File: config.mk
export PLATFORM = sky130hd
export DESIGN_NAME = block_size_negotiate_encode
export DESIGN_NICKNAME = d
export VERILOG_FILES = /design/src/sv/bsne_pkg.sv /design/src/sv/bsne_encode.sv /design/src/sv/block_size_negotiate_encode.sv
export VERILOG_INCLUDE_DIRS = /design/src /design/src/sv
export SDC_FILE = /design/constraint.sdc
export NUM_CORES = 1
export LEC_CHECK = 0
export ABC_CLOCK_PERIOD_IN_PS = 8300
export BUFFER_PORTS_ARGS = -buffer_cell sky130_fd_sc_hd__buf_2
export CAP_MARGIN = 20
export CORE_ASPECT_RATIO = 1.25
export CORE_MARGIN = 5
export CORE_UTILIZATION = 50
export CTS_CLUSTER_DIAMETER = 150
export DETAILED_ROUTE_END_ITERATION = 10
export GPL_ROUTABILITY_DRIVEN = 0
export PLACE_DENSITY = 0.7
export SYNTH_ARGS = -nofsm -noshare
export SYNTH_HDL_FRONTEND = slang
export SYNTH_SLANG_ARGS = --single-unit
File: constraint.sdc
create_clock -name clk -period 8.3 [get_ports clk]
set_clock_uncertainty 0.2 [all_clocks]
set_input_delay 1.245 -clock clk [delete_from_list [all_inputs] [get_ports clk]]
set_output_delay 1.245 -clock clk [all_outputs]
set_load 0.1 [all_outputs]
File: src/sv/block_size_negotiate_encode_defines.svh
// assertion macros for the block size negotiation encoder
`ifndef BLOCK_SIZE_NEGOTIATE_ENCODE_DEFINES_SVH
`define BLOCK_SIZE_NEGOTIATE_ENCODE_DEFINES_SVH

`ifndef SYNTHESIS

// condition must hold in the same cycle as the trigger
`define BSNE_ASSERT_IMPL(label, clk, rst_n, trig, cond) \
	label: assert property (@(posedge clk) disable iff (!rst_n) (trig) |-> (cond)) \
		else $error("bsne: implication check failed");

// condition must hold in the cycle after the trigger
`define BSNE_ASSERT_NEXT(label, clk, rst_n, trig, cond) \
	label: assert property (@(posedge clk) disable iff (!rst_n) (trig) |=> (cond)) \
		else $error("bsne: next-cycle check failed");

`else

`define BSNE_ASSERT_IMPL(label, clk, rst_n, trig, cond)
`define BSNE_ASSERT_NEXT(label, clk, rst_n, trig, cond)

`endif

`endif

File: src/sv/bsne_pkg.sv
// shared types, constants and helpers of the block size negotiation encoder
`timescale 1ns / 1ps
`default_nettype none

package bsne_pkg;

	// field widths
	localparam int unsigned NUM_W     = 20;
	localparam int unsigned SZX_W     = 3;
	localparam int unsigned PAYLOAD_W = 32;
	localparam int unsigned MSG_W     = 16;
	localparam int unsigned ONUM_W    = 26;
	localparam int unsigned VAL_W     = 30;
	localparam int unsigned OLEN_W    = 3;
	localparam int unsigned STATUS_W  = 2;

	// internal widths
	localparam int unsigned START_W = 30;  // block number shifted by at most ten
	localparam int unsigned WANT_W  = 11;  // block size up to 1024
	localparam int unsigned SHIFT_W = 4;   // exponent plus bias
	localparam int unsigned HBP_W   = 5;   // bit position of a 16 bit value, 0..16

	// constants
	localparam logic [MSG_W-1:0] MSG_MAX_RESET       = 16'd1152;
	localparam int unsigned      RESERVED_BYTES      = 4;
	localparam int unsigned      MIN_AVAIL           = 16;
	localparam int unsigned      SZX_BIAS            = 4;
	localparam int unsigned      HBP_BIAS            = 5;
	localparam logic [SZX_W-1:0] SZX_MAX             = 3'd6;
	localparam int unsigned      LENGTH_BITS_DEFAULT = 32;

	typedef enum logic [STATUS_W-1:0] {
		STATUS_OK      = 2'd0,
		STATUS_ILLEGAL = 2'd1,
		STATUS_NOSPACE = 2'd2
	} status_t;

	// size decision handed to the encode stage
	typedef struct packed {
		status_t            status;
		logic               more;
		logic [SZX_W-1:0]   szx;
	} fit_t;

	// one finished result
	typedef struct packed {
		status_t             status;
		logic [ONUM_W-1:0]   num;
		logic                more;
		logic [SZX_W-1:0]    szx;
		logic [VAL_W-1:0]    value;
		logic [OLEN_W-1:0]   olen;
	} result_t;

	// one plus the index of the highest set bit, zero for zero
	function automatic logic [HBP_W-1:0] highest_bit_pos(input logic [MSG_W-1:0] v);
		logic [HBP_W-1:0] pos;
		pos = '0;
		for (int i = 0; i < MSG_W; i++) begin
			if (v[i]) begin
				pos = HBP_W'(i + 1);
			end
		end
		return pos;
	endfunction

endpackage

`default_nettype wire

File: src/sv/bsne_encode.sv
// final stage: block number rescale, option value packing and byte length
`timescale 1ns / 1ps
`default_nettype none

module bsne_encode (
	input  logic [bsne_pkg::NUM_W-1:0] num,
	input  logic [bsne_pkg::SZX_W-1:0] shamt,
	input  bsne_pkg::fit_t             fit,
	output bsne_pkg::result_t          res
);
	import bsne_pkg::*;

	logic [ONUM_W-1:0] num_w;
	logic [VAL_W-1:0]  value_w;

	always_comb begin
		num_w   = ONUM_W'(num) << shamt;
		value_w = {num_w, fit.more, fit.szx};

		res        = '0;
		res.status = fit.status;
		if (fit.status == STATUS_OK) begin
			res.num   = num_w;
			res.more  = fit.more;
			res.szx   = fit.szx;
			res.value = value_w;
			priority if (value_w[29:24] != '0) begin
				res.olen = 3'd4;
			end else if (value_w[23:16] != '0) begin
				res.olen = 3'd3;
			end else if (value_w[15:8] != '0) begin
				res.olen = 3'd2;
			end else if (value_w[7:0] != '0) begin
				res.olen = 3'd1;
			end else begin
				res.olen = 3'd0;
			end
		end
	end

endmodule

`default_nettype wire

File: src/sv/block_size_negotiate_encode.sv
// top level: four stage pipeline for block size negotiation and option encoding
`timescale 1ns / 1ps
`default_nettype none

// channel   handshake               payload
// -------   ---------------------   ------------------------------------------------
// cfg       cfg_valid / cfg_ready   message_max_size
// in        in_valid / in_ready     block_number, size_exponent, payload_length,
//                                   used_bytes
// out       out_valid / out_ready   status, out_block_number, more_flag,
//                                   out_size_exponent, option_value, option_length
//
// one transfer per cycle sustained while out_ready stays high; an input reaches the output
// through the four register stages (shift and space, length compare, size decision, encode)
// in order; cfg_ready is always high
// reset clears all stage valid bits and loads message_max_size with 1152
// low out_ready holds the output stage; bubbles upstream still close up, and
// in_ready falls only once every stage holds an item

module block_size_negotiate_encode #(
	parameter int unsigned LENGTH_BITS = bsne_pkg::LENGTH_BITS_DEFAULT
) (
	input  logic                          clk,
	input  logic                          arst_n,

	input  logic                          cfg_valid,
	output logic                          cfg_ready,
	input  logic [bsne_pkg::MSG_W-1:0]    message_max_size,

	input  logic                          in_valid,
	output logic                          in_ready,
	input  logic [bsne_pkg::NUM_W-1:0]    block_number,
	input  logic [bsne_pkg::SZX_W-1:0]    size_exponent,
	input  logic [bsne_pkg::PAYLOAD_W-1:0] payload_length,
	input  logic [bsne_pkg::MSG_W-1:0]    used_bytes,

	output logic                          out_valid,
	input  logic                          out_ready,
	output logic [bsne_pkg::STATUS_W-1:0] status,
	output logic [bsne_pkg::ONUM_W-1:0]   out_block_number,
	output logic                          more_flag,
	output logic [bsne_pkg::SZX_W-1:0]    out_size_exponent,
	output logic [bsne_pkg::VAL_W-1:0]    option_value,
	output logic [bsne_pkg::OLEN_W-1:0]   option_length
);
	import bsne_pkg::*;

`include "block_size_negotiate_encode_defines.svh"

	// only the low LENGTH_BITS of the payload length count
	localparam int unsigned LEN_W = (LENGTH_BITS < PAYLOAD_W) ? LENGTH_BITS : PAYLOAD_W;

	// configuration register
	logic [MSG_W-1:0] msg_max_q;

	// stage handshake
	logic ready_s1, ready_s2, ready_s3, ready_s4;
	logic valid_s1, valid_s2, valid_s3, valid_s4;

	// stage 1: clamp, block start, wanted size, free space
	logic [SZX_W-1:0]   szx_c;
	logic [SHIFT_W-1:0] shift_c;
	logic [START_W-1:0] start_c;
	logic [WANT_W-1:0]  want_c;
	logic [MSG_W:0]     need_c;
	logic [MSG_W:0]     max_c;
	logic [MSG_W-1:0]   avail_c;

	logic [NUM_W-1:0]   num_s1;
	logic [SZX_W-1:0]   szx_s1;
	logic [START_W-1:0] start_s1;
	logic [LEN_W-1:0]   length_s1;
	logic [WANT_W-1:0]  want_s1;
	logic [MSG_W-1:0]   avail_s1;

	// stage 2: illegal check, rest of the payload, fit of the wanted size
	logic [PAYLOAD_W-1:0] len_ext_c;
	logic [PAYLOAD_W-1:0] start_ext_c;
	logic                 illegal_c;
	logic [PAYLOAD_W-1:0] rest_c;
	logic                 fits_c;

	logic [NUM_W-1:0]     num_s2;
	logic [SZX_W-1:0]     szx_s2;
	logic [WANT_W-1:0]    want_s2;
	logic [MSG_W-1:0]     avail_s2;
	logic [PAYLOAD_W-1:0] rest_s2;
	logic                 illegal_s2;
	logic                 fits_s2;

	// stage 3: size decision
	logic [HBP_W-1:0] hbp_c;
	logic [HBP_W-1:0] nszx_c;
	fit_t             fit_c;
	logic [SZX_W-1:0] shamt_c;

	logic [NUM_W-1:0] num_s3;
	fit_t             fit_s3;
	logic [SZX_W-1:0] shamt_s3;

	// stage 4: encoded result, doubles as the output register
	result_t res_c;
	result_t res_s4;

	// configuration port
	assign cfg_ready = 1'b1;

	always_ff @(posedge clk or negedge arst_n) begin
		if (!arst_n) begin
			msg_max_q <= MSG_MAX_RESET;
		end else if (cfg_valid && cfg_ready) begin
			msg_max_q <= message_max_size;
		end
	end

	// a stage takes a new item when empty or when its item moves on
	assign ready_s4 = !valid_s4 || out_ready;
	assign ready_s3 = !valid_s3 || ready_s4;
	assign ready_s2 = !valid_s2 || ready_s3;
	assign ready_s1 = !valid_s1 || ready_s2;
	assign in_ready = ready_s1;

	always_ff @(posedge clk or negedge arst_n) begin
		if (!arst_n) begin
			valid_s1 <= 1'b0;
			valid_s2 <= 1'b0;
			valid_s3 <= 1'b0;
			valid_s4 <= 1'b0;
		end else begin
			if (ready_s1) begin
				valid_s1 <= in_valid;
			end
			if (ready_s2) begin
				valid_s2 <= valid_s1;
			end
			if (ready_s3) begin
				valid_s3 <= valid_s2;
			end
			if (ready_s4) begin
				valid_s4 <= valid_s3;
			end
		end
	end

	// stage 1 logic
	always_comb begin
		// reserved exponent seven acts as six
		szx_c   = (size_exponent > SZX_MAX) ? SZX_MAX : size_exponent;
		shift_c = SHIFT_W'(szx_c) + SHIFT_W'(SZX_BIAS);
		start_c = START_W'(block_number) << shift_c;
		want_c  = WANT_W'(1) << shift_c;
		// free space saturates at zero
		need_c  = (MSG_W + 1)'(used_bytes) + (MSG_W + 1)'(RESERVED_BYTES);
		max_c   = (MSG_W + 1)'(msg_max_q);
		avail_c = (max_c >= need_c) ? MSG_W'(max_c - need_c) : '0;
	end

	always_ff @(posedge clk) begin
		if (ready_s1 && in_valid) begin
			num_s1    <= block_number;
			szx_s1    <= szx_c;
			start_s1  <= start_c;
			length_s1 <= payload_length[LEN_W-1:0];
			want_s1   <= want_c;
			avail_s1  <= avail_c;
		end
	end

	// stage 2 logic
	always_comb begin
		len_ext_c   = PAYLOAD_W'(length_s1);
		start_ext_c = PAYLOAD_W'(start_s1);
		// block must start inside the payload
		illegal_c   = (len_ext_c <= start_ext_c);
		rest_c      = len_ext_c - start_ext_c;
		fits_c      = (MSG_W'(want_s1) <= avail_s1);
	end

	always_ff @(posedge clk) begin
		if (ready_s2 && valid_s1) begin
			num_s2     <= num_s1;
			szx_s2     <= szx_s1;
			want_s2    <= want_s1;
			avail_s2   <= avail_s1;
			rest_s2    <= rest_c;
			illegal_s2 <= illegal_c;
			fits_s2    <= fits_c;
		end
	end

	// stage 3 logic
	always_comb begin
		hbp_c   = highest_bit_pos(avail_s2);
		nszx_c  = hbp_c - HBP_W'(HBP_BIAS);
		fit_c   = '{status: STATUS_OK, more: 1'b0, szx: szx_s2};
		shamt_c = '0;
		priority if (illegal_s2) begin
			fit_c.status = STATUS_ILLEGAL;
			fit_c.szx    = '0;
		end else if (fits_s2) begin
			// requested size fits the message
			fit_c.more = (PAYLOAD_W'(want_s2) < rest_s2);
		end else if (PAYLOAD_W'(avail_s2) >= rest_s2) begin
			// last piece of the payload fits as is
			fit_c.more = 1'b0;
		end else if (avail_s2 < MSG_W'(MIN_AVAIL)) begin
			fit_c.status = STATUS_NOSPACE;
			fit_c.szx    = '0;
		end else begin
			// shrink to the largest power of two that fits, rescale the number
			fit_c.szx  = nszx_c[SZX_W-1:0];
			fit_c.more = 1'b1;
			shamt_c    = szx_s2 - nszx_c[SZX_W-1:0];
		end
	end

	always_ff @(posedge clk) begin
		if (ready_s3 && valid_s2) begin
			num_s3   <= num_s2;
			fit_s3   <= fit_c;
			shamt_s3 <= shamt_c;
		end
	end

	// stage 4: rescale and pack
	bsne_encode u_encode (
		.num   (num_s3),
		.shamt (shamt_s3),
		.fit   (fit_s3),
		.res   (res_c)
	);

	always_ff @(posedge clk) begin
		if (ready_s4 && valid_s3) begin
			res_s4 <= res_c;
		end
	end

	// output port
	assign out_valid         = valid_s4;
	assign status            = res_s4.status;
	assign out_block_number  = res_s4.num;
	assign more_flag         = res_s4.more;
	assign out_size_exponent = res_s4.szx;
	assign option_value      = res_s4.value;
	assign option_length     = res_s4.olen;

	// error results carry no option
	`BSNE_ASSERT_IMPL(a_err_zero, clk, arst_n, out_valid && (status != STATUS_OK),
		(option_value == '0) && (option_length == '0) && !more_flag)
	// packed value agrees with the separate fields
	`BSNE_ASSERT_IMPL(a_pack, clk, arst_n, out_valid && (status == STATUS_OK),
		(option_value[2:0] == out_size_exponent) && (option_value[3] == more_flag)
		&& (out_size_exponent <= SZX_MAX))
	// an empty output stage means the whole pipe can advance
	`BSNE_ASSERT_IMPL(a_ready, clk, arst_n, !out_valid, in_ready)
	// an item in stage 3 with stage 4 empty reaches the output next cycle
	`BSNE_ASSERT_NEXT(a_advance, clk, arst_n, valid_s3 && !valid_s4, out_valid)

endmodule

`default_nettype wire
==> impl_metrics.csv, run 1 <==
group,metric,value,unit
detailed_routing,viasPerCell,5.43,
floorplan,start_util,0.508,
min_path,hp-start,"num_s2[14]",
floorplan,die_w,162,um
power,powerDensity,258,nW/um2
finish,drive_gt1_frac,0.196,
floorplan,fp.dieH,200,um
yosys,syn-cell-area,14500,um2
worst_setup_path,critPathKind,"in2reg",
global_route,grt_pass1_vias,9483,
global_route,grt_pass1_wl,46.8,mm
yosys,yosys_warnings,0,
yosys,avgSynthCellArea,12.2,um2
yosys,synth-compound-area-share,0.103,
finish,final_core_util,0.577,
clocking,cts_setup_buffers,0,
power,combPwrFrac,0.265,
placement,port_buffers,158,
worst_setup_path,critPathLaunchType,"input pin",
yosys,syn_inst,1189,
global_route,grtUsageTotal,0.175,
clocking,cts_resized,0,
worst_setup_path,cp-end-kind,"flop",
power,ir_drop,230,uV
finish,area_growth,13.6,%
global_route,groute.layer.met2.usage,0.306,
placement,dp_hpwl,21.7,mm
timing,timing.fmax,0.224,GHz
worst_setup_path,rr_startpoint,"len_ext_c[14]",
clocking,clock_latency,0.55,ns
worst_setup_path,worstPathArrival,4.53,ns
power,seqPwrFrac,0.431,
yosys,ys_top_cells_by_count,"258 x edfxtp_1, 85 x inv_1, 84 x ha_1",
clocking,htreeDepth,1,
finish,nNetsFinal,1506,
clocking,clock-root-buffer,"clkbuf_16",
finish,nFillCells,2352,
clocking,tritoncts,"yes",
power,p_sw,1.40,mW
yosys,synth-xor-area-share,0.0278,
power,internal_power,2.85,mW
power,clkPwrFrac,0.304,
yosys,synth_top_family_by_area,"simple AND/OR/NAND/NOR gates",
clocking,cts.clk_slew.worst_paths,0.07,ns
yosys,post-synth-top-count-cell,"edfxtp_1",
clocking,clockBufferDepth,3,
timing,slew_viol_final,0,
timing,rsz0062_at_grt,"no",
timing,relSlewSlack,0.290,
yosys,async_reset_ff_frac,0.0719,
yosys,synth_top_area_frac,0.534,
worst_setup_path,critical_path_required,8.36,ns
global_route,use_met3,0.0267,
floorplan,boundaryPins,160,
yosys,ys.flop_type,"edfxtp_1",
power,power.leakage,6.76,nW
global_route,grt_max_degree,84,
detailed_routing,ant_nets,0,
timing,fin_setup_tns,0,ns
timing,min_period,4.47,ns
global_route,grtUsageMet1,0.222,
detailed_routing,route.detailed.wl_per_inst,16.6,um
timing,finalCritPeriodShare,0.539,
power,netSwitchingFraction,0.330,
yosys,ys_seq_elements,278,
timing,tightest_slew,1.07,ns
yosys,yosys.area_share.simple,0.106,
yosys,ys_seq_area_frac,0.569,
timing,setup-violations-final,0,
yosys,synth_cell_types,71,
yosys,synthAdderAreaFrac,0.0766,
outcome,status,"completed",
detailed_routing,drtIter0Drc,443,
global_route,top_usage_layer,"met2",
worst_setup_path,crit_fanout,16,
clocking,postCtsHoldBufs,0,
worst_setup_path,startpoint,"used_bytes[2]",
floorplan,fp.coreArea,28600,um2
yosys,synthMuxAreaShare,0.0686,
clocking,cts.sinks,278,
yosys,yosysTopAreaCell,"edfxtp_1",
yosys,synth_edf_count,258,
detailed_routing,vias,9430,
detailed_routing,drt-total-wl,28.8,mm
global_route,grt_antenna_before_repair,1,
detailed_routing,drt_pass1_iterations,5,
min_path,hold_class,"reg2reg",
timing,report.final.hold_viol_count,0,
floorplan,dieArea,32500,um2
yosys,synth.area.top_cells,"edfxtp_1 53%, ha_1 7.2%, mux2i_1 3.5%, dfrtp_1 3.1%, a21oi_1 2.7%",
floorplan,rows,69,
global_route,overflow,0,
clocking,numCtsBuffers,28,
detailed_routing,drcViolationCount,0,
run,maxCapViolations,0,
==> logic make-up after synthesis <==
family	count (synthesis)
AO/OA/AOI/OAI	232
XOR/XNOR	46
adder cells (fa/ha/maj)	87
buffers and inverters	153
flip-flops	278
multiplexers	89
other	2
AND/OR/NAND/NOR	302
==> worst max-delay path: stages <==
cell and delay [ns]:
buf_2 0.12, ha_1 0.19, and3_1 0.20, nand3_1 0.12, nor2_1 0.25, nand2_1 0.11, xor2_1 0.15, ha_1 0.37
a21o_1 0.23, a21o_1 0.19, a21o_1 0.19, a221o_1 0.35, a21oi_1 0.16, o21ai_0 0.11, nand2_1 0.42, a2111oi_0 0.14
==> sequential cells by signal, indices dropped and copies added, names as in the netlist, 2 cells and up <==
register,count
rest_s2,32
option_value,2
want_s2,10
shamt_s3,3
out_block_number,26
msg_max_q,16
option_length,3
szx_s1,3
avail_s1,16
num_s3,20
szx_s2,3
avail_s2,16
start_s1,30
len_ext_c,32
out_size_exponent,2
want_s1,10
fit_s3,6
status,2
num_s1,20
num_s2,20
==> per-stage QoR <==
step / std cells / setup slack (ns) / power, mW / area, um2 / hold slack, ns
final: 1738 / 3.83 / 4.26 / 16500 / 0.211
after global routing: 1737 / 3.58 / 4.46 / 16500 / 0.222
after CTS: 1735 / 3.86 / 4.29 / 16400 / 0.213
after detailed placement: 1685 / 3.32 / 2.99 / 15500 / 0.205
after global placement: 1685 / 3.42 / 2.96 / 15500 / 0.201
after floorplan: 1195 / 2.88 / 2.77 / 14500 / 0.200
==> cell usage in the layout (no fill, tap or decap), types with 23 or more instances in the layout <==
master,instances
nand2_1,58
edfxtp_1,258
xnor2_1,23
a21oi_1,78
mux2_2,33
inv_1,85
nor3_1,26
xor2_1,23
nand3_1,26
o21ai_0,36
nor2_1,69
buf_2,158
clkbuf_16,29
mux2i_1,51
a21o_1,30
ha_1,84
==> power groups by stage <==
stage | Clock [mW] | Sequential [mW] | Combinational (mW)
floorplan | 0 | 2.03 | 0.740
global placement | 0 | 1.86 | 1.10
detailed placement | 0 | 1.87 | 1.12
CTS | 1.32 | 1.84 | 1.13
global route | 1.37 | 1.86 | 1.23
finish | 1.29 | 1.84 | 1.13
==> layer usage <==
metal / part of all wire / vias to the layer above / wire length (um)
met2: 0.49 / 304 / 14200
li1: - / 4653 / -
met4: 0.032 / 0 / 919
met1: 0.41 / 4409 / 11800
met5: 0 / - / 0
met3: 0.065 / 64 / 1880
==> worst paths after layout <==
check | endpoint | depth (start not counted) | slack [ns]
max | avail_s1[13] | 16 | 3.83
min | num_s3[14] | 0 | 0.21
max reg2reg | rest_s2[31] | 9 | 5.00
min reg2reg | num_s3[14] | 0 | 0.21
max in group asynchronous | msg_max_q[10] | 1 | 7.09
min in group asynchronous | msg_max_q[12] | 1 | 0.45
==> layout make-up <==
| class | instances | area (um2) | area share |
|---|---|---|---|
| Timing Repair Buffer | 167 | 870 | 0.0528 |
| Antenna cell | 1 | 2.50 | 0.000152 |
| Tap cell | 390 | 488 | 0.0296 |
| Clock buffer | 32 | 737 | 0.0447 |
| Multi-Input combinational cell | 764 | 5580 | 0.339 |
| Sequential cell | 278 | 8250 | 0.501 |
| Inverter | 88 | 330 | 0.0200 |
| Clock inverter | 18 | 218 | 0.0132 |
(Power assumes the default switching activity.)
==> inputs of run 2 (changes only) <==
--- a/config.mk
+++ b/config.mk
@@ -6,7 +6,7 @@
 export SDC_FILE = /design/constraint.sdc
 export NUM_CORES = 1
 export LEC_CHECK = 0
-export ABC_CLOCK_PERIOD_IN_PS = 8300
+export ABC_CLOCK_PERIOD_IN_PS = 4200
 export BUFFER_PORTS_ARGS = -buffer_cell sky130_fd_sc_hd__buf_2
 export CAP_MARGIN = 20
 export CORE_ASPECT_RATIO = 1.25
==> constraint.sdc (replaced) <==
create_clock -name clk -period 4.2 [get_ports clk]
set_clock_uncertainty 0.2 [all_clocks]
set_input_delay 0.63 -clock clk [delete_from_list [all_inputs] [get_ports clk]]
set_output_delay 0.63 -clock clk [all_outputs]
set_load 0.1 [all_outputs]
==> run 2 against run 1 <==
Against the previous run:
- setup slack worse by 3.2 ns
- final cell count up 0.58%
- power is 97% higher
- register-to-register slack worse by 4.3 ns
- clock power rose by 95%
- routed wire length grew 0.57%
- critical path depth shrank 11
- non-clock buffer count rose by 8
- largest cell class unchanged
==> impl_metrics.csv, run 2 (synthesis gave the netlist of run 1 again) <==
group,metric,value,unit
outcome,status,"completed",
clocking,htreeDepth,1,
finish,nFillCells,2354,
power,clkPwrFrac,0.300,
placement,port_buffers,158,
timing,setup-violations-final,0,
floorplan,die_w,162,um
global_route,overflow,0,
worst_setup_path,crit_fanout,12,
floorplan,fp.coreArea,28600,um2
power,seqPwrFrac,0.434,
timing,rsz0062_at_grt,"no",
worst_setup_path,critPathLaunchType,"flop",
timing,finalCritPeriodShare,0.842,
floorplan,start_util,0.508,
finish,area_growth,14.2,%
finish,mostFrequentLayoutCell,"edfxtp_1",
clocking,tritoncts,"yes",
global_route,grt_pass1_wl,47.0,mm
detailed_routing,ant_nets,0,
global_route,groute.layer.met2.usage,0.293,
floorplan,fp.dieH,200,um
worst_setup_path,crit_slowest_cell,"edfxtp_1",
global_route,top_usage_layer,"met2",
floorplan,dieArea,32500,um2
clocking,clock_latency,0.54,ns
power,powerDensity,507,nW/um2
timing,slew_viol_final,0,
global_route,grt_max_degree,66,
global_route,grtUsageTotal,0.175,
timing,relSlewSlack,0.424,
worst_setup_path,cp_cell_sequence,"mux4_2 > nor4_1 > a22oi_1 > nor4b_1 > a21oi_1",
timing,report.final.hold_viol_count,0,
finish,fin_cells,1748,
power,power.leakage,6.80,nW
global_route,grtUsageMet1,0.232,
clocking,cts.clk_slew.worst_paths,0.07,ns
min_path,hold_class,"in2reg",
timing,min_period,3.54,ns
worst_setup_path,worstPathArrival,3.59,ns
detailed_routing,viasPerCell,5.47,
detailed_routing,drt_pass1_iterations,5,
clocking,cts_setup_buffers,0,
placement,dp_cells,1692,
detailed_routing,drt-total-wl,29.0,mm
run,maxCapViolations,0,
finish,largest_registers,"len_ext_c x32, rest_s2 x32, start_s1 x30",
clocking,numCtsBuffers,28,
timing,timing.fmax,0.283,GHz
clocking,clock-root-buffer,"clkbuf_16",
floorplan,rows,69,
finish,drive_gt1_frac,0.203,
detailed_routing,vias,9556,
timing,fin_setup_tns,0,ns
worst_setup_path,critical_path_required,4.26,ns
detailed_routing,drcViolationCount,0,
power,fin_total_pwr,8.39,mW
power,ir_drop,332,uV
detailed_routing,route.detailed.wl_per_inst,16.6,um
placement,post_dp_cell_area,15600,um2
timing,tightest_slew,0.864,ns
power,internal_power,5.61,mW
global_route,grt_antenna_before_repair,1,
floorplan,boundaryPins,160,
global_route,use_met3,0.0261,
power,p_sw,2.79,mW
placement,dp_hpwl,22.0,mm
finish,stdcell_area,16600,um2
finish,final_cell_mix,"258 x edfxtp_1, 158 x buf_2, 85 x inv_1, 84 x ha_1, 78 x a21oi_1",
worst_setup_path,slowest_delay,0.75,ns
clocking,cts.sinks,278,
detailed_routing,drtIter0Drc,599,
global_route,grt_pass1_vias,9374,
finish,ff_latch_area,8250,um2
clocking,clockBufferDepth,3,
finish,multiInputGateArea,5580,um2
finish,nNetsFinal,1514,
power,netSwitchingFraction,0.332,
worst_setup_path,cp-end-kind,"flop",
power,combPwrFrac,0.265,
worst_setup_path,critPathKind,"reg2reg",
run 2: layout make-up:
cell class,instances,area share
sequential,278,0.498
clock buffer,33,0.0447
inverter,88,0.0200
clock inverter,19,0.0124
multi-input combinational,764,0.337
timing repair buffer,175,0.0578
antenna,1,0.000151
tap,390,0.0295
run 2: path summary, 6_finish.rpt:
path	start	end	slack [ns]	cells after the start
hold / removal	payload_length[30]	len_ext_c[30]	0.06	1
max in group asynchronous	arst_n	msg_max_q[10]	3.05	2
hold reg to reg	num_s1[11]	num_s2[11]	0.22	0
setup reg to reg	shamt_s3[0]	option_length[0]	0.66	5
min in group asynchronous	arst_n	msg_max_q[15]	0.38	2
setup / recovery	shamt_s3[0]	option_length[0]	0.66	5
run 2: per-layer routing:
layer	up-vias	wire length, um
li1	4680	-
met3	67	1820
met2	315	14000
met1	4494	12100
met5	-	0
met4	0	1060
run 2: through the flow:
stage,setup WS [ns],hold WS (ns),utilization
after floorplan,0.0505,0.134,-
after global placement,0.275,0.201,0.545
after detailed placement,0.185,0.205,0.545
after CTS,0.719,0.0338,0.578
after global routing,0.395,0.0380,0.579
final,0.663,0.0629,0.579
run 2: timing repair:
action	CTS	global route
setup endpoints to repair	0	0
hold endpoints to repair	18	0
gates resized for setup	0	0
hold buffers	1	0
run 2: critical path: cells and delay by family, from the launching register on:
family	cells	cell delay (ns)
mux	1	0.61
compound gates	2	0.33
simple gates	2	1.35
flops	1	0.75
run 2: power by group through the flow:
stage               clock, mW  sequential [mW]  combinational (mW)
finish                   2.52             3.64                2.23
global route             2.69             3.68                2.43
CTS                      2.59             3.65                2.23
detailed placement          0             3.70                2.22
global placement            0             3.69                2.18
floorplan                   0             4.01                1.46
